File: config.mk
export PLATFORM = sky130hd
export DESIGN_NAME = bbr_window
export DESIGN_NICKNAME = d
export VERILOG_FILES = /design/src/design/bbr_pkg.sv /design/src/design/bbr_window.sv
export SDC_FILE = /design/constraint.sdc
export NUM_CORES = 1
export LEC_CHECK = 0
export BUFFER_PORTS_ARGS = -buffer_cell sky130_fd_sc_hd__buf_2
export CORE_UTILIZATION = 50
export DETAILED_ROUTE_END_ITERATION = 6
export PLACE_DENSITY_LB_ADDON = 0.25
export SLEW_MARGIN = 20
export SYNTH_ARGS = -nofsm -noshare
export SYNTH_HDL_FRONTEND = slang
export SYNTH_SLANG_ARGS = --single-unit
File: constraint.sdc
create_clock -name clock -period 14.3 [get_ports clock]
set_clock_uncertainty 0.05 [all_clocks]
set_input_delay 1.43 -clock clock [delete_from_list [all_inputs] [get_ports clock]]
set_output_delay 1.43 -clock clock [all_outputs]
set_load 0.005 [all_outputs]
File: src/design/bbr_pkg.sv
// Package for the 3x3 RGB box blur: shared types, constants and the
// reciprocal table used by the rounding divide. No dependencies.
`default_nettype none

package bbr_pkg;

   localparam int MAX_WIDTH_DEF = 1024;
   localparam int WIDTH_REG_W   = 11;
   localparam int HEIGHT_W      = 16;
   localparam int ROW_W         = 17;
   localparam int CHAN_W        = 8;
   localparam int SUM_W         = 12;
   localparam int COUNT_W       = 4;
   localparam int DIVIDEND_W    = 13;
   localparam int RECIP_W       = 18;
   localparam int RECIP_SHIFT   = 18;
   localparam int CSR_INDEX_W   = 2;
   localparam int CSR_DATA_W    = 16;

   localparam logic [WIDTH_REG_W-1:0] WIDTH_RESET  = 11'd640;
   localparam logic [HEIGHT_W-1:0]    HEIGHT_RESET = 16'd480;

   localparam logic [CSR_INDEX_W-1:0] CSR_FRAME_WIDTH  = 2'd0;
   localparam logic [CSR_INDEX_W-1:0] CSR_FRAME_HEIGHT = 2'd1;

   typedef struct packed {
      logic [CHAN_W-1:0] blue;
      logic [CHAN_W-1:0] green;
      logic [CHAN_W-1:0] red;
   } pixel_type;

   typedef struct packed {
      pixel_type above;
      pixel_type middle;
   } line_type;

   typedef struct packed {
      logic [SUM_W-1:0] blue;
      logic [SUM_W-1:0] green;
      logic [SUM_W-1:0] red;
   } sum_type;

   typedef struct packed {
      logic col_left;
      logic col_right;
      logic row_top;
      logic row_bottom;
      logic last;
   } mask_type;

   typedef enum logic [1:0] {
      ST_IDLE,
      ST_SHIFT,
      ST_SUM
   } state_type;

   // ceil(2^18 / (2*count)), exact for every dividend below 2^13
   function automatic logic [RECIP_W-1:0] recip(input logic [COUNT_W-1:0] count);
      logic [RECIP_W-1:0] m;
      begin
         case (count)
            4'd1:    m = 18'd131072;
            4'd2:    m = 18'd65536;
            4'd3:    m = 18'd43691;
            4'd4:    m = 18'd32768;
            4'd6:    m = 18'd21846;
            4'd9:    m = 18'd14564;
            default: m = 18'd0;
         endcase
         return m;
      end
   endfunction

endpackage

`default_nettype wire

File: src/design/bbr_window.sv
// 3x3 pixel window of the box blur with the masked per-channel sum and the
// neighbor count. Uses bbr_pkg.
`default_nettype none

module bbr_window (
   input  wire                              clock,
   input  wire                              shift_en,
   input  bbr_pkg::pixel_type               top_px,
   input  bbr_pkg::pixel_type               mid_px,
   input  bbr_pkg::pixel_type               new_px,
   input  bbr_pkg::mask_type                mask,
   output bbr_pkg::sum_type                 sum,
   output logic [bbr_pkg::COUNT_W-1:0]      count
);

   bbr_pkg::pixel_type win_ff [9];
   bbr_pkg::pixel_type win_in [9];
   logic [2:0] row_en;
   logic [2:0] col_en;
   logic [1:0] n_rows;
   logic [1:0] n_cols;

   always_comb begin
      for (int i = 0; i < 9; i++) begin
         win_in[i] = win_ff[i];
      end
      if (shift_en) begin
         for (int r = 0; r < 3; r++) begin
            win_in[r*3]     = win_ff[r*3 + 1];
            win_in[r*3 + 1] = win_ff[r*3 + 2];
         end
         win_in[2] = top_px;
         win_in[5] = mid_px;
         win_in[8] = new_px;
      end
   end

   always_ff @(posedge clock) begin
      for (int i = 0; i < 9; i++) begin
         win_ff[i] <= win_in[i];
      end
   end

   always_comb begin
      row_en = {mask.row_bottom, 1'b1, mask.row_top};
      col_en = {mask.col_right, 1'b1, mask.col_left};
      sum = '0;
      for (int r = 0; r < 3; r++) begin
         for (int c = 0; c < 3; c++) begin
            if (row_en[r] && col_en[c]) begin
               sum.red   = sum.red   + bbr_pkg::SUM_W'(win_ff[r*3 + c].red);
               sum.green = sum.green + bbr_pkg::SUM_W'(win_ff[r*3 + c].green);
               sum.blue  = sum.blue  + bbr_pkg::SUM_W'(win_ff[r*3 + c].blue);
            end
         end
      end
      n_rows = 2'd1 + 2'(mask.row_top) + 2'(mask.row_bottom);
      n_cols = 2'd1 + 2'(mask.col_left) + 2'(mask.col_right);
      count  = bbr_pkg::COUNT_W'(n_rows) * bbr_pkg::COUNT_W'(n_cols);
   end

endmodule

`default_nettype wire

==> out/results.txt, run 1 <==
status: finished clean
CTS tree: done
fmax: 0.0766 GHz
TNS Setup: 0 ps
Finish-stage setup viols: 0
Async S/R FF share, synth: 0%
Die Height: 189 µm
Avg Inst Size Synth: 9.76 µm²
HP Class: reg2reg
total design power: 3.40 mW
Clock Latency Late Sink: 550 ps
share of cells above drive strength 1: 11.1%
CTS root buf: clkbuf_16
post-CTS setup buffers: 0
antenna-violating nets left: 0
Port Buf Inserts: 117
Total GRT Usage: 21.4%
min cycle time layout: 13,050 ps
Nets: 2,209
Core ar.: 0.0345 mm²
Max Fanout on Critical Path: 40
Hold Fails Final Rpt: 0
Post-Syn Area: 0.0176 mm²
Remaining DRCs: 0
DRT Pass-1 Iters: 5
Clock Path Buffers: 3
Synth area leaders: edfxtp_1, ha_1, xnor2_1, a21oi_1, nor2_1
CTS Hold Bufs: 0
Worst-path clk slew: 60 ps
VDD IR max: 115 µV
Post-synth EDFFs: 216
filler instances: 3,048
Initial Util: 50.8%
WP data required: 12,820 ps
Yosys top cell by area: edfxtp_1
Largest register FFs: 216
share of Yosys cell area claimed by the top area cell type: 37.0%
leading registers by flop count: win_ff x216
Rows: 68
Area growth syn-to-layout: 10.8%
Top FF cell, synth: edfxtp_1
Die X: 189 µm
fin crit share: 91.3%
antenna diode count: 0
htree depth: 1
Die ar.: 0.0359 mm²
first-pass GRT wire length: 63,300 µm
Top reg by flops: win_ff
largest net degree at the start of global routing: 82
grt ovf: 0
worst setup margin: 1250 ps
Final Max Slew Viols: 0
LEAKAGE: 8.27 nW
vias in the first global route: 13,300
initial antenna violation count: 0
Slowest cell on crit path: a21oi_1
Crit path top cell by count: ha_1
Worst setup SP type: input port
final WL: 37,900 µm
First DRT Iteration DRCs: 848
Distinct cells, synth: 90
Top-Level Pins: 119
Crit Path Class: in2out
max incr delay on CP: 620 ps
unrepaired setup endpoints after global routing: no
CP endpoint kind: output port
post-CTS sizing: 0
crit path DAT: 11,570 ps
measured slew at the worst slew-check pin: 922 ps
power density cells: 175 mW/mm²
Placer Congestion: 0.841
number of max-cap violations: 0
total via count in the routed design: 13,300
Synthesis Warnings: 0
Post-DP HPWL: 27,900 µm
syn_nets: 2,095
Via-to-Cell Ratio: 5.57
dpl ws: 1370 ps
synthesized flop and latch total: 216
sequential area share after synthesis: 37.0%
TritonCTS Buffers: 27
WL/cell: 15.9 µm
TritonCTS Sinks: 216
Slew headroom: 38.5%
gate count after technology mapping: 1,798
[metal layers]
layer,vias up,part of all wire [%],GRT usage [%]
met3,52,3.7,2.41
met5,-,0,0
met4,0,2.5,5.74
li1,6816,-,-
met1,6171,50,29.8
met2,245,44,35.1
[cell usage in the layout, fill, tap and decap left out, types with 6 or more instances in the layout]
cell type	instances
edfxtp_1	216
ha_1	194
a21oi_1	153
nor2_1	150
inv_1	128
buf_2	116
o21ai_0	111
nand2_1	109
xnor2_1	104
a21o_1	42
nand2b_1	38
xor2_1	33
nor3_1	33
o21a_1	32
and3_1	29
nor2b_1	29
clkbuf_16	27
o21bai_1	26
nand3_1	26
fa_1	24
mux2i_1	23
mux2_2	23
o31ai_1	20
a211oi_1	19
and2_1	15
a21boi_0	13
o22ai_1	13
a31oi_1	12
o21ai_1	11
o31a_1	10
buf_4	10
or3_1	9
nand4_1	8
nor3b_1	6
nor4_1	6
clkinv_1	6
[worst max-delay path: cells and delay by family]
kind	cells	cell delay, ps
AND/OR/NAND/NOR	8	1220
adder cells (fa/ha/maj)	8	2390
buffers and inverters	4	790
AO/OA/AOI/OAI	23	4830
XOR/XNOR	4	860
[cell usage after synthesis, drive strengths merged, types with 25 or more instances]
library cell	n
edfxtp	216
ha	194
a21oi	153
nor2	150
inv	130
o21ai	122
nand2	110
xnor2	106
a21o	43
nand2b	38
xor2	34
clkbuf	33
nor3	33
o21a	32
nor2b	31
and3	29
nand3	26
o21bai	26
a211oi	25
mux2i	25
[where the power goes]
part           switching, mW  internal [mW]  leakage, nW
clock network          0.275          0.381        0.405
logic                   1.10          0.874         5.76
registers             0.0255          0.751         2.11
[layout make-up]
cell class	count	area, µm²	area share, %
clock buffers	32	694	3.57
clock inverters	17	144	0.740
inverters	130	488	2.51
multi-input cells	1410	10400	53.5
flip-flops and latches	216	6490	33.3
well taps	455	569	2.93
repair buffers	127	671	3.45
[per-stage QoR]
| step | area (µm²) | hold WS (ps) | instances | utilization, % |
|---|---|---|---|---|
| 5_1_grt | 19500 | 414 | 2387 | 56.3 |
| 2_1_floorplan | 17600 | 381 | 1798 | - |
| 3_5_place_dp | 18600 | 391 | 2338 | 53.9 |
| 4_1_cts | 19500 | 406 | 2387 | 56.3 |
| 3_3_place_gp | 18600 | 386 | 2338 | 53.9 |
| 6_report | 19500 | 404 | 2387 | 56.3 |
[cells by family after synthesis]
logic type	after synthesis	synth area share [%]
compound gates	517	18.7
xor+xnor	142	7.44
fa+ha+maj	220	16.7
buf+inv	172	3.80
flops	216	37.0
mux	49	3.01
simple gates	482	13.4
[worst paths after layout]
path / from / end / slack, ps / depth (start not counted)
min: win_ff[1][4] / win_ff[0][4] / 400 / 0
max: mask[4] / sum[35] / 1250 / 47
min reg2reg: win_ff[1][4] / win_ff[0][4] / 400 / 0
max reg2reg: win_ff[2][9] / win_ff[1][9] / 13470 / 0
(Power assumes the default switching activity.)
==> run 2, diff against run 1 <==
--- a/config.mk
+++ b/config.mk
@@ -9,6 +9,7 @@
 export CORE_UTILIZATION = 50
 export DETAILED_ROUTE_END_ITERATION = 6
 export PLACE_DENSITY_LB_ADDON = 0.25
+export RECOVER_POWER = 100
 export SLEW_MARGIN = 20
 export SYNTH_ARGS = -nofsm -noshare
 export SYNTH_HDL_FRONTEND = slang
==> run 2 against run 1 <==
Compared with the run above: the flow now finishes with violations (max-capacitance violations, max-slew violations); core utilization shrank 0.21 points; sequential share of layout area increased by 0.12 points; global-route usage unchanged; critical path depth grew 1; worst setup slack lost 170 ps; critical path type unchanged; critical endpoint is now sum[11]; largest cell class unchanged; highest routed layer unchanged.
==> out/results.txt, run 2 (synthesis results as in run 1) <==
first-pass GRT wire length: 63,300 µm (unchanged)
fin crit share: 92.5% (+1.2 points)
Crit Path Class: in2out
min cycle time layout: 13,220 ps (+167 ps)
Comb pwr share: 57.7% (-0.2 points)
Slowest cell on crit path: clkbuf_1
met2 Usage GRT: 35.1% (unchanged)
TNS Setup: 0 ps (unchanged)
grt ovf: 0 (unchanged)
CTS root buf: clkbuf_16
Rows: 68 (unchanged)
Max Fanout on Critical Path: 32 (-20%)
Total GRT Usage: 21.4% (unchanged)
CTS tree: done
Worst setup SP type: input port
total via count in the routed design: 13,300 (+0.32%)
CP endpoint kind: output port
power density cells: 175 mW/mm² (about the same)
WP data required: 12,820 ps (about the same)
Post-DP HPWL: 27,900 µm (unchanged)
status: complete, but fails checks
share of cells above drive strength 1: 8.90% (-2.2 points)
Clk pwr share: 19.3% (about the same)
final WL: 37,800 µm (-0.11%)
antenna diode count: 0 (unchanged)
CTS Hold Bufs: 0 (unchanged)
DRT Pass-1 Iters: 5 (unchanged)
Worst-path clk slew: 60 ps (about the same)
antenna-violating nets left: 0 (unchanged)
Sw Pwr: 1.40 mW (about the same)
Hold Fails Final Rpt: 0 (unchanged)
LEAKAGE: 8.15 nW (-1.5%)
most frequent cells in the layout: edfxtp_1, ha_1, a21oi_1
commonest non-fill, non-tap cell in the layout: edfxtp_1
WL/cell: 15.8 µm (-0.11%)
GR Layer Usage met3: 2.41% (unchanged)
TritonCTS Buffers: 27 (unchanged)
vias in the first global route: 13,300 (unchanged)
post-CTS setup buffers: 0 (unchanged)
largest net degree at the start of global routing: 82 (unchanged)
Die ar.: 0.0359 mm² (unchanged)
filler instances: 3,062 (+0.46%)
measured slew at the worst slew-check pin: 4530 ps (+3610 ps)
Slew headroom: -202% (-240 points)
Int Pwr: 1.99 mW (-0.75%)
leading registers by flop count: win_ff x216
worst hold slack: 404 ps (-0.0770 ps)
Clock Latency Late Sink: 550 ps (about the same)
First DRT Iteration DRCs: 788 (-7.1%)
Via-to-Cell Ratio: 5.58 (+0.32%)
Clock Path Buffers: 3 (unchanged)
failing checks: max-capacitance violations, max-slew violations
Core ar.: 0.0345 mm² (unchanged)
post-CTS sizing: 0 (unchanged)
initial antenna violation count: 0 (unchanged)
Largest register FFs: 216 (unchanged)
unrepaired setup endpoints after global routing: no
crit path DAT: 11,740 ps (+170 ps)
TritonCTS Sinks: 216 (unchanged)
Top-Level Pins: 119 (unchanged)
Util after Layout: 56.1% (-0.21 points)
Finish-stage setup viols: 0 (unchanged)
Port Buf Inserts: 117 (unchanged)
max incr delay on CP: 650 ps (+30 ps)
Top reg by flops: win_ff
fmax: 0.0756 GHz (-1.3%)
met1 Usage GRT: 29.8% (unchanged)
htree depth: 1 (unchanged)
Nets: 2,209 (unchanged)
Die Height: 189 µm (unchanged)
Sw Ratio: 41.3% (+0.19 points)
Placer Congestion: 0.841 (unchanged)
HP Class: reg2reg
Die X: 189 µm (unchanged)
Final Max Slew Viols: 221 (+221)
VDD IR max: 113 µV (-2.4%)
Remaining DRCs: 0 (unchanged)
sequential power share: 23.0% (+0.2 points)
number of max-cap violations: 3 (+3)
Crit path top cell by count: ha_1
Final Instance Area: 0.0194 mm² (-0.37%)
Initial Util: 50.8% (unchanged)
gr busiest metal: met2
Area growth syn-to-layout: 10.4%
area of placed instances: 0.0186 mm² (unchanged)
## run 2: final timing paths
| path | start | to | slack (ps) | cells after the start |
|---|---|---|---|---|
| max reg2reg | win_ff[2][9] | win_ff[1][9] | 13470 | 0 |
| max | mask[2] | sum[11] | 1080 | 48 |
| min | win_ff[1][4] | win_ff[0][4] | 400 | 0 |
| min reg2reg | win_ff[1][4] | win_ff[0][4] | 400 | 0 |
## run 2: critical path, delay by kind of cell
| kind | cells | cell delay (ps) |
|---|---|---|
| and+or+nand+nor | 11 | 2460 |
| AOI/OAI and AO/OA | 20 | 3230 |
| adders and majority gates | 9 | 2720 |
| xor gates and xnor gates | 2 | 420 |
| buffers and inverters | 6 | 1480 |
## run 2: cell type report
| cell class | count | area (µm²) | share of cell area, % |
|---|---|---|---|
| multi-input combinational | 1410 | 10400 | 53.6 |
| sequential | 216 | 6490 | 33.5 |
| clock buffer | 32 | 694 | 3.58 |
| timing repair buffer | 127 | 604 | 3.12 |
| tap | 455 | 569 | 2.94 |
| inverter | 130 | 488 | 2.52 |
| clock inverter | 17 | 144 | 0.742 |
## run 2: routing by layer
metal,share of wire (%),vias to the layer above
met1,50,6221
li1,-,6819
met4,2.5,0
met5,0,-
met3,3.5,52
met2,44,234
## run 2: through the flow
step           power, mW  worst slack [ps]  instances
5_1_grt             3.70               192       2387
4_1_cts             3.42              1310       2387
3_3_place_gp        2.66              1660       2338
2_1_floorplan       2.31              2360       1798
6_report            3.39              1080       2387
3_5_place_dp        2.73              1370       2338
## run 2: power by group through the flow
stage / Sequential, mW / Clock, mW / Combinational (mW)
6_report: 0.779 / 0.656 / 1.95
5_1_grt: 0.785 / 0.694 / 2.22
4_1_cts: 0.776 / 0.677 / 1.96
3_5_place_dp: 0.789 / 0 / 1.95
3_3_place_gp: 0.788 / 0 / 1.87
2_1_floorplan: 0.779 / 0 / 1.53
