$ cat config.mk
export PLATFORM = sky130hd
export DESIGN_NAME = bbr_divide
export DESIGN_NICKNAME = d
export VERILOG_FILES = /design/src/design/bbr_pkg.sv /design/src/design/bbr_divide.sv
export SDC_FILE = /design/constraint.sdc
export NUM_CORES = 1
export LEC_CHECK = 0
export ABC_AREA = 1
export BUFFER_PORTS_ARGS = -buffer_cell sky130_fd_sc_hd__buf_2
export CORE_ASPECT_RATIO = 0.5
export CORE_MARGIN = 5
export CORE_UTILIZATION = 55
export CTS_CLUSTER_SIZE = 40
export DETAILED_ROUTE_END_ITERATION = 16
export PLACE_DENSITY_LB_ADDON = 0.3
export SLEW_MARGIN = 20
export SYNTH_ARGS = -nofsm -noshare
export SYNTH_HDL_FRONTEND = slang
export SYNTH_SLANG_ARGS = --single-unit
export TNS_END_PERCENT = 50
$ cat constraint.sdc
create_clock -name clock -period 8 [get_ports clock]
set_input_delay 2.4 -clock clock [delete_from_list [all_inputs] [get_ports clock]]
set_output_delay 2.4 -clock clock [all_outputs]
set_load 0.05 [all_outputs]
$ cat src/design/bbr_pkg.sv
// Package for the 3x3 RGB box blur: shared types, constants and the
// reciprocal table used by the rounding divide. No dependencies.
`default_nettype none

package bbr_pkg;

   localparam int MAX_WIDTH_DEF = 1024;
   localparam int WIDTH_REG_W   = 11;
   localparam int HEIGHT_W      = 16;
   localparam int ROW_W         = 17;
   localparam int CHAN_W        = 8;
   localparam int SUM_W         = 12;
   localparam int COUNT_W       = 4;
   localparam int DIVIDEND_W    = 13;
   localparam int RECIP_W       = 18;
   localparam int RECIP_SHIFT   = 18;
   localparam int CSR_INDEX_W   = 2;
   localparam int CSR_DATA_W    = 16;

   localparam logic [WIDTH_REG_W-1:0] WIDTH_RESET  = 11'd640;
   localparam logic [HEIGHT_W-1:0]    HEIGHT_RESET = 16'd480;

   localparam logic [CSR_INDEX_W-1:0] CSR_FRAME_WIDTH  = 2'd0;
   localparam logic [CSR_INDEX_W-1:0] CSR_FRAME_HEIGHT = 2'd1;

   typedef struct packed {
      logic [CHAN_W-1:0] blue;
      logic [CHAN_W-1:0] green;
      logic [CHAN_W-1:0] red;
   } pixel_type;

   typedef struct packed {
      pixel_type above;
      pixel_type middle;
   } line_type;

   typedef struct packed {
      logic [SUM_W-1:0] blue;
      logic [SUM_W-1:0] green;
      logic [SUM_W-1:0] red;
   } sum_type;

   typedef struct packed {
      logic col_left;
      logic col_right;
      logic row_top;
      logic row_bottom;
      logic last;
   } mask_type;

   typedef enum logic [1:0] {
      ST_IDLE,
      ST_SHIFT,
      ST_SUM
   } state_type;

   // ceil(2^18 / (2*count)), exact for every dividend below 2^13
   function automatic logic [RECIP_W-1:0] recip(input logic [COUNT_W-1:0] count);
      logic [RECIP_W-1:0] m;
      begin
         case (count)
            4'd1:    m = 18'd131072;
            4'd2:    m = 18'd65536;
            4'd3:    m = 18'd43691;
            4'd4:    m = 18'd32768;
            4'd6:    m = 18'd21846;
            4'd9:    m = 18'd14564;
            default: m = 18'd0;
         endcase
         return m;
      end
   endfunction

endpackage

`default_nettype wire

$ cat src/design/bbr_divide.sv
// Rounding divide of the box blur: a holding stage for sums, then a
// reciprocal multiply into the result register. Uses bbr_pkg.
`default_nettype none

module bbr_divide (
   input  wire                              clock,
   input  wire                              reset,
   input  wire                              in_valid,
   output logic                             in_ready,
   input  bbr_pkg::sum_type                 in_sum,
   input  wire  [bbr_pkg::COUNT_W-1:0]      in_count,
   input  wire                              in_last,
   output logic                             rsp_tvalid,
   input  wire                              rsp_tready,
   output logic [23:0]                      rsp_tdata,   // out_red, out_green, out_blue
   output logic                             rsp_tlast
);

   localparam int PROD_W = bbr_pkg::DIVIDEND_W + bbr_pkg::RECIP_W;

   logic                          a_valid_ff, a_valid_in;
   bbr_pkg::sum_type              a_sum_ff;
   logic [bbr_pkg::COUNT_W-1:0]   a_count_ff;
   logic                          a_last_ff;
   logic                          out_valid_ff, out_valid_in;
   bbr_pkg::pixel_type            out_px_ff, out_px_in;
   logic                          out_last_ff;

   logic                          out_free;
   logic                          a_move;
   logic [bbr_pkg::RECIP_W-1:0]   m;
   logic [bbr_pkg::DIVIDEND_W-1:0] x_red, x_green, x_blue;
   logic [PROD_W-1:0]             p_red, p_green, p_blue;

   always_comb begin
      out_free = !out_valid_ff || rsp_tready;
      a_move   = a_valid_ff && out_free;
      in_ready = !a_valid_ff || a_move;

      m       = bbr_pkg::recip(a_count_ff);
      x_red   = {a_sum_ff.red,   1'b0} + bbr_pkg::DIVIDEND_W'(a_count_ff);
      x_green = {a_sum_ff.green, 1'b0} + bbr_pkg::DIVIDEND_W'(a_count_ff);
      x_blue  = {a_sum_ff.blue,  1'b0} + bbr_pkg::DIVIDEND_W'(a_count_ff);
      p_red   = PROD_W'(x_red)   * PROD_W'(m);
      p_green = PROD_W'(x_green) * PROD_W'(m);
      p_blue  = PROD_W'(x_blue)  * PROD_W'(m);

      out_px_in.red   = p_red  [bbr_pkg::RECIP_SHIFT +: bbr_pkg::CHAN_W];
      out_px_in.green = p_green[bbr_pkg::RECIP_SHIFT +: bbr_pkg::CHAN_W];
      out_px_in.blue  = p_blue [bbr_pkg::RECIP_SHIFT +: bbr_pkg::CHAN_W];

      a_valid_in = (in_valid && in_ready) || (a_valid_ff && !a_move);
      out_valid_in = a_move || (out_valid_ff && !rsp_tready);
   end

   always_ff @(posedge clock) begin
      if (reset) begin
         a_valid_ff   <= 1'b0;
         out_valid_ff <= 1'b0;
      end else begin
         a_valid_ff   <= a_valid_in;
         out_valid_ff <= out_valid_in;
      end
   end

   always_ff @(posedge clock) begin
      if (in_valid && in_ready) begin
         a_sum_ff   <= in_sum;
         a_count_ff <= in_count;
         a_last_ff  <= in_last;
      end
      if (a_move) begin
         out_px_ff   <= out_px_in;
         out_last_ff <= a_last_ff;
      end
   end

   assign rsp_tvalid = out_valid_ff;
   assign rsp_tdata  = out_px_ff;
   assign rsp_tlast  = out_last_ff;

endmodule

`default_nettype wire

==> impl_metrics.yaml, run 1 <==
global_route:
  met2_usage: 0.416
  grt_pass1_wl_um: 87000
  grt_antenna_before_repair: 0
  grt_util_met1: 0.385
  overflow: 0
  grt_pass1_vias: 16517
  grt_busiest_layer: "met2"
  met3_usage: 0.0927
  grt_max_degree: 37
  grt_usage: 0.273
pwr:
  p_sw_mw: 1.41
  power_density_nw_per_um2: 126
  ir_worst_vdd_uv: 100
  p_leak_nw: 12.1
  power_mw: 2.73
  seq_power_share: 0.170
  clockPowerShare: 0.172
  p_comb_frac: 0.657
  swShare: 0.518
  p_int_mw: 1.31
setup_path:
  reg2reg_depth: 24
  worstPathMaxFanout: 36
  slowest_delay_ns: 0.73
  setup.worst_path.start: "a_count_ff[2]"
  path_class: "reg -> reg"
  reg2reg_setup_slack_ns: 0.93
  timing.rr.start: "a_count_ff[2]"
  path_delay_family: "adder cells"
  path_cells: "nor2_4, nand2_4, clkinv_2, nor2_2, inv_1, nand2_1, fa_1, fa_1, inv_1, fa_1, fa_1, inv_1, fa_1, inv_1, ha_1, nand2_1, nor2_1, nand2_1, nor3_1, and2_1, o21a_1, nor2_1, nand3_1, nand2_1"
  cp.buffers_inverters: 5
  start_kind: "flop"
  cp_common_cell: "fa_1"
  critPathRequiredTime_ns: 8.16
  end_kind: "flop"
  cp.arrival_ns: 7.23
  timing.rr.end: "rsp_tdata[15]"
  critPathSlowestCell: "inv_1"
worst_hold_path:
  min_to: "rsp_tlast"
  hold_path_depth: 0
  hp-class: "reg -> reg"
  min_from: "a_last_ff"
final_layout:
  drive_gt1_frac: 0.0488
  nNetsFinal: 3154
  syn_to_final_growth_pct: 6.38
  diodes: 0
synthesis:
  synthTopCellsByArea: "fa_1 (44%), inv_1 (15%), ha_1 (10%)"
  synthCells: 2414
  synth_edf_count: 66
  ys_seq_area_frac: 0.0994
  synth_top_cells_by_count: "inv_1 (818), fa_1 (450), nand2_1 (330), nor2_1 (250), ha_1 (165)"
  synth_top_area_share: 0.443
  avgSynthCellArea_um2: 8.43
  synth_ff_type: "edfxtp_1"
  synth_area_um2: 20300
  synth-seq-cells: 68
  synth_cell_types: 46
  synth_top_area_cell: "fa_1"
  synth-async-reset-ratio: 0
  yosys_warnings: 0
  yosysMostFrequentCell: "inv_1"
routing:
  via_per_inst: 5.11
  wl_per_cell_um: 17.8
  vias: 15257
  drt_iter0_markers: 1140
  firstDrtPassIters: 6
  antenna_left: 0
  drc: 0
  routed_wl_um: 53000
clock_tree:
  clk_pin_slew_ns: 0.10
  cts_setup_buffers: 0
  cts.htree.levels: 3
  root_buffer: "clkbuf_16"
  hold_buffers: 0
  cts.repair.resized: 0
  cts_sinks: 68
  clockBufferDepth: 2
  numCtsBuffers: 9
  clk_latency_ns: 0.39
  cts_tree: "yes"
placement:
  port_buffers: 71
  gp_congestion: 1.00
  hpwlAfterDp_um: 46900
die:
  ioPinCount: 72
  placeableCoreArea_um2: 36200
  die_w_um: 282
  die_y_um: 146
  start_util: 0.562
  die_area_um2: 41200
  rows: 49
timing:
  min_period_ns: 7.07
  rsz0062_at_grt: "no"
  final-setup-viol-count: 0
  final-hold-violation-count: 0
  fin_tns_setup_ns: 0
  drv_slew: 0
  post-route-period-util: 0.884
  fmax_ghz: 0.141
  worst_slew_pin_slew_ns: 0.959
  slew_headroom: 0.360
  fin_skew_ns: 0.0308
status:
  status: "finished clean"
flow_run:
  cap_violations: 0
-- registers in the layout, summed over array words and instances (netlist names) --
name,cells
a_sum_ff,36
rsp_tvalid,1
a_valid_ff,1
a_last_ff,1
rsp_tdata,24
rsp_tlast,1
a_count_ff,4
-- routing by layer --
metal,wire length [um],vias up
met5,0,-
met4,1120,0
met3,5730,88
met2,23300,585
met1,22800,7465
li1,-,7119
-- through the flow --
stage,hold WS [ns],area (um^2),setup WS [ns],cells,util
after global placement,0.402,21300,1.23,2967,0.589
after floorplan,0.400,20400,1.99,2424,-
after detailed placement,0.419,21300,1.07,2967,0.589
after CTS,0.434,21600,1.07,2983,0.597
after global routing,0.450,21600,0.510,2983,0.597
final,0.430,21600,0.928,2983,0.597
-- cell type report --
cell class	count	area, um^2
clock buffer	9	225
clock inverter	7	82.6
fill	3238	14600
inverter	821	3080
multi-input combinational	1513	15200
sequential	68	2020
tap	484	606
timing repair buffer	81	430
-- cell families (layout without fill, tap and decap cells) --
logic type,Yosys count,after routing,share of synthesized area
adders and majority gates,615,615,0.544
other,2,12,0.000369
DFF,68,68,0.0994
AOI/OAI and AO/OA,144,144,0.0427
and+or+nand+nor,707,707,0.142
xor gates and xnor gates,35,35,0.0151
buffers and inverters,843,918,0.156
-- worst max path at each step --
| stage | endpoint | slack (ns) | cells past startpoint |
|---|---|---|---|
| 6_report | rsp_tdata[15] | 0.93 | 24 |
| 5_1_grt | rsp_tdata[15] | 0.51 | 24 |
| 4_1_cts | rsp_tdata[15] | 1.07 | 25 |
| 3_5_place_dp | rsp_tdata[15] | 1.07 | 25 |
| 3_3_place_gp | rsp_tdata[15] | 1.23 | 25 |
| 2_1_floorplan | rsp_tdata[15] | 1.99 | 26 |
-- cells in the final DEF (no fill, tap or decap), types with 14 or more instances in the layout --
cell	netlist	routed
ha_1	165	165
a21o_1	15	15
nor3_1	20	20
nand3_1	72	72
nor2_1	250	248
a21oi_1	62	61
o21ai_0	22	22
buf_2	7	71
nand4_1	14	14
xor2_1	26	26
nand2_1	330	330
edfxtp_1	66	66
fa_1	450	450
inv_1	818	818
-- power by group through the flow --
stage	sequential, mW	combinational, mW	clock [mW]
after floorplan	0.545	1.25	0
after global placement	0.473	1.75	0
after detailed placement	0.473	1.77	0
after CTS	0.466	1.79	0.474
after global routing	0.469	2.07	0.489
final	0.465	1.79	0.469
(Power assumes the default switching activity.)
==> run 2, diff against run 1 <==
--- a/config.mk
+++ b/config.mk
@@ -8,12 +8,12 @@
 export ABC_AREA = 1
 export BUFFER_PORTS_ARGS = -buffer_cell sky130_fd_sc_hd__buf_2
 export CORE_ASPECT_RATIO = 0.5
-export CORE_MARGIN = 5
+export CORE_MARGIN = 2
 export CORE_UTILIZATION = 55
 export CTS_CLUSTER_SIZE = 40
 export DETAILED_ROUTE_END_ITERATION = 16
 export PLACE_DENSITY_LB_ADDON = 0.3
-export SLEW_MARGIN = 20
+export SLEW_MARGIN = 0
 export SYNTH_ARGS = -nofsm -noshare
 export SYNTH_HDL_FRONTEND = slang
 export SYNTH_SLANG_ARGS = --single-unit
==> constraint.sdc (replaced) <==
create_clock -name clock -period 8.7 [get_ports clock]
set_input_delay 2.61 -clock clock [delete_from_list [all_inputs] [get_ports clock]]
set_output_delay 2.61 -clock clock [all_outputs]
set_load 0.05 [all_outputs]
==> run 2 against run 1 <==
  * The flow now finishes with violations (design-rule violations)
  * Non-clock buffer count fell by 3
  * Critical path type unchanged
  * Worst setup slack improved by 0.84 ns
  * Clock power shrank 12%
  * Highest routed layer is now met5
==> impl_metrics.yaml, run 2 (synthesis gave the netlist of run 1 again) <==
status:
  status: "finished, violations left"
  failed_checks: "design-rule violations"
clock_tree:
  cts.repair.resized: 0
  cts.htree.levels: 3
  cts_setup_buffers: 0
  cts_tree: "yes"
  root_buffer: "clkbuf_16"
  cts_sinks: 68
  hold_buffers: 0
  clk_latency_ns: 0.39
  clk_pin_slew_ns: 0.07
  numCtsBuffers: 9
  clockBufferDepth: 2
worst_hold_path:
  hp-class: "reg -> reg"
die:
  placeableCoreArea_um2: 36200
  die_y_um: 140
  die_w_um: 276
  die_area_um2: 38600
  ioPinCount: 72
  start_util: 0.563
  rows: 49
timing:
  final-setup-viol-count: 0
  slew_headroom: 0.331
  final-hold-violation-count: 0
  drv_slew: 0
  final.setup.worst_slack_ns: 1.77
  rsz0062_at_grt: "no"
  post-route-period-util: 0.796
  fmax_ghz: 0.144
  fin_skew_ns: 0.0188
  fin_tns_setup_ns: 0
  worst_slew_pin_slew_ns: 0.993
  min_period_ns: 6.93
  holdWs_ns: 0.430
setup_path:
  end_kind: "flop"
  slowest_delay_ns: 0.62
  cp.arrival_ns: 7.06
  start_kind: "flop"
  critPathRequiredTime_ns: 8.83
  worstPathMaxFanout: 36
  path_class: "reg -> reg"
  critPathSlowestCell: "edfxtp_1"
global_route:
  grt_max_degree: 42
  grt_pass1_wl_um: 86100
  overflow: 0
  grt_antenna_before_repair: 0
  grt_pass1_vias: 16182
  grt_usage: 0.291
routing:
  firstDrtPassIters: 12
  vias: 15154
  antenna_left: 0
  drt_iter0_markers: 1390
  routed_wl_um: 52900
  drc: 2
  via_per_inst: 5.09
  wl_per_cell_um: 17.7
final_layout:
  utilization: 0.598
  design_area_um2: 21600
  nNetsFinal: 3151
  final_common_cell: "inv_1"
  most-common-layout-cells: "inv_1 (818), fa_1 (450), nand2_1 (330)"
  syn_to_final_growth_pct: 6.26
  final_cells: 2980
  num-fill-cells: 3263
  largest_reg_flops: 36
  drive_gt1_frac: 0.0473
  diodes: 0
  largest_register: "a_sum_ff"
placement:
  dpl_worst_slack_ns: 1.88
  port_buffers: 71
  gp_congestion: 1.02
  hpwlAfterDp_um: 46600
  postPlaceCellArea_um2: 21300
  placedCellCount: 2964
pwr:
  power_mw: 2.49
  power_density_nw_per_um2: 115
  p_leak_nw: 12.1
  ir_worst_vdd_uv: 74.6
flow_run:
  cap_violations: 0
## run 2: final timing paths
check,to,slack [ns],cells past startpoint,startpoint
max,rsp_tdata[7],1.77,25,a_count_ff[2]
min,rsp_tlast,0.43,0,a_last_ff
max reg2reg,rsp_tdata[7],1.77,25,a_count_ff[2]
min reg2reg,rsp_tlast,0.43,0,a_last_ff
## run 2: routing by layer
layer  vias up  global-route usage  part of all wire
met4         2              0.0503             0.013
met1      7341               0.418              0.46
met2       627               0.445              0.43
met3        72              0.0881              0.10
met5         -                   0           0.00074
li1       7112                   -                 -
## run 2: power by group
group	internal [mW]	switching (mW)	leakage, nW	total (mW)
Combinational	0.570	1.08	11.3	1.65
Clock	0.227	0.188	0.151	0.415
Sequential	0.413	0.0151	0.656	0.428
## run 2: cell type report
class	instances	area, um^2	area share
Inverter	821	3080	0.143
Sequential cell	68	2020	0.0935
Timing Repair Buffer	78	408	0.0189
Tap cell	484	606	0.0280
Multi-Input combinational cell	1513	15200	0.703
Clock inverter	7	82.6	0.00382
Clock buffer	9	225	0.0104
## run 2: critical path, delay by kind of cell, from the launching register on
kind	cells	cell delay [ns]
adder cells (fa/ha/maj)	6	2.60
flip-flops	1	0.62
AND/OR/NAND/NOR	9	1.64
buffers and inverters	6	1.13
AO/OA/AOI/OAI	4	0.66
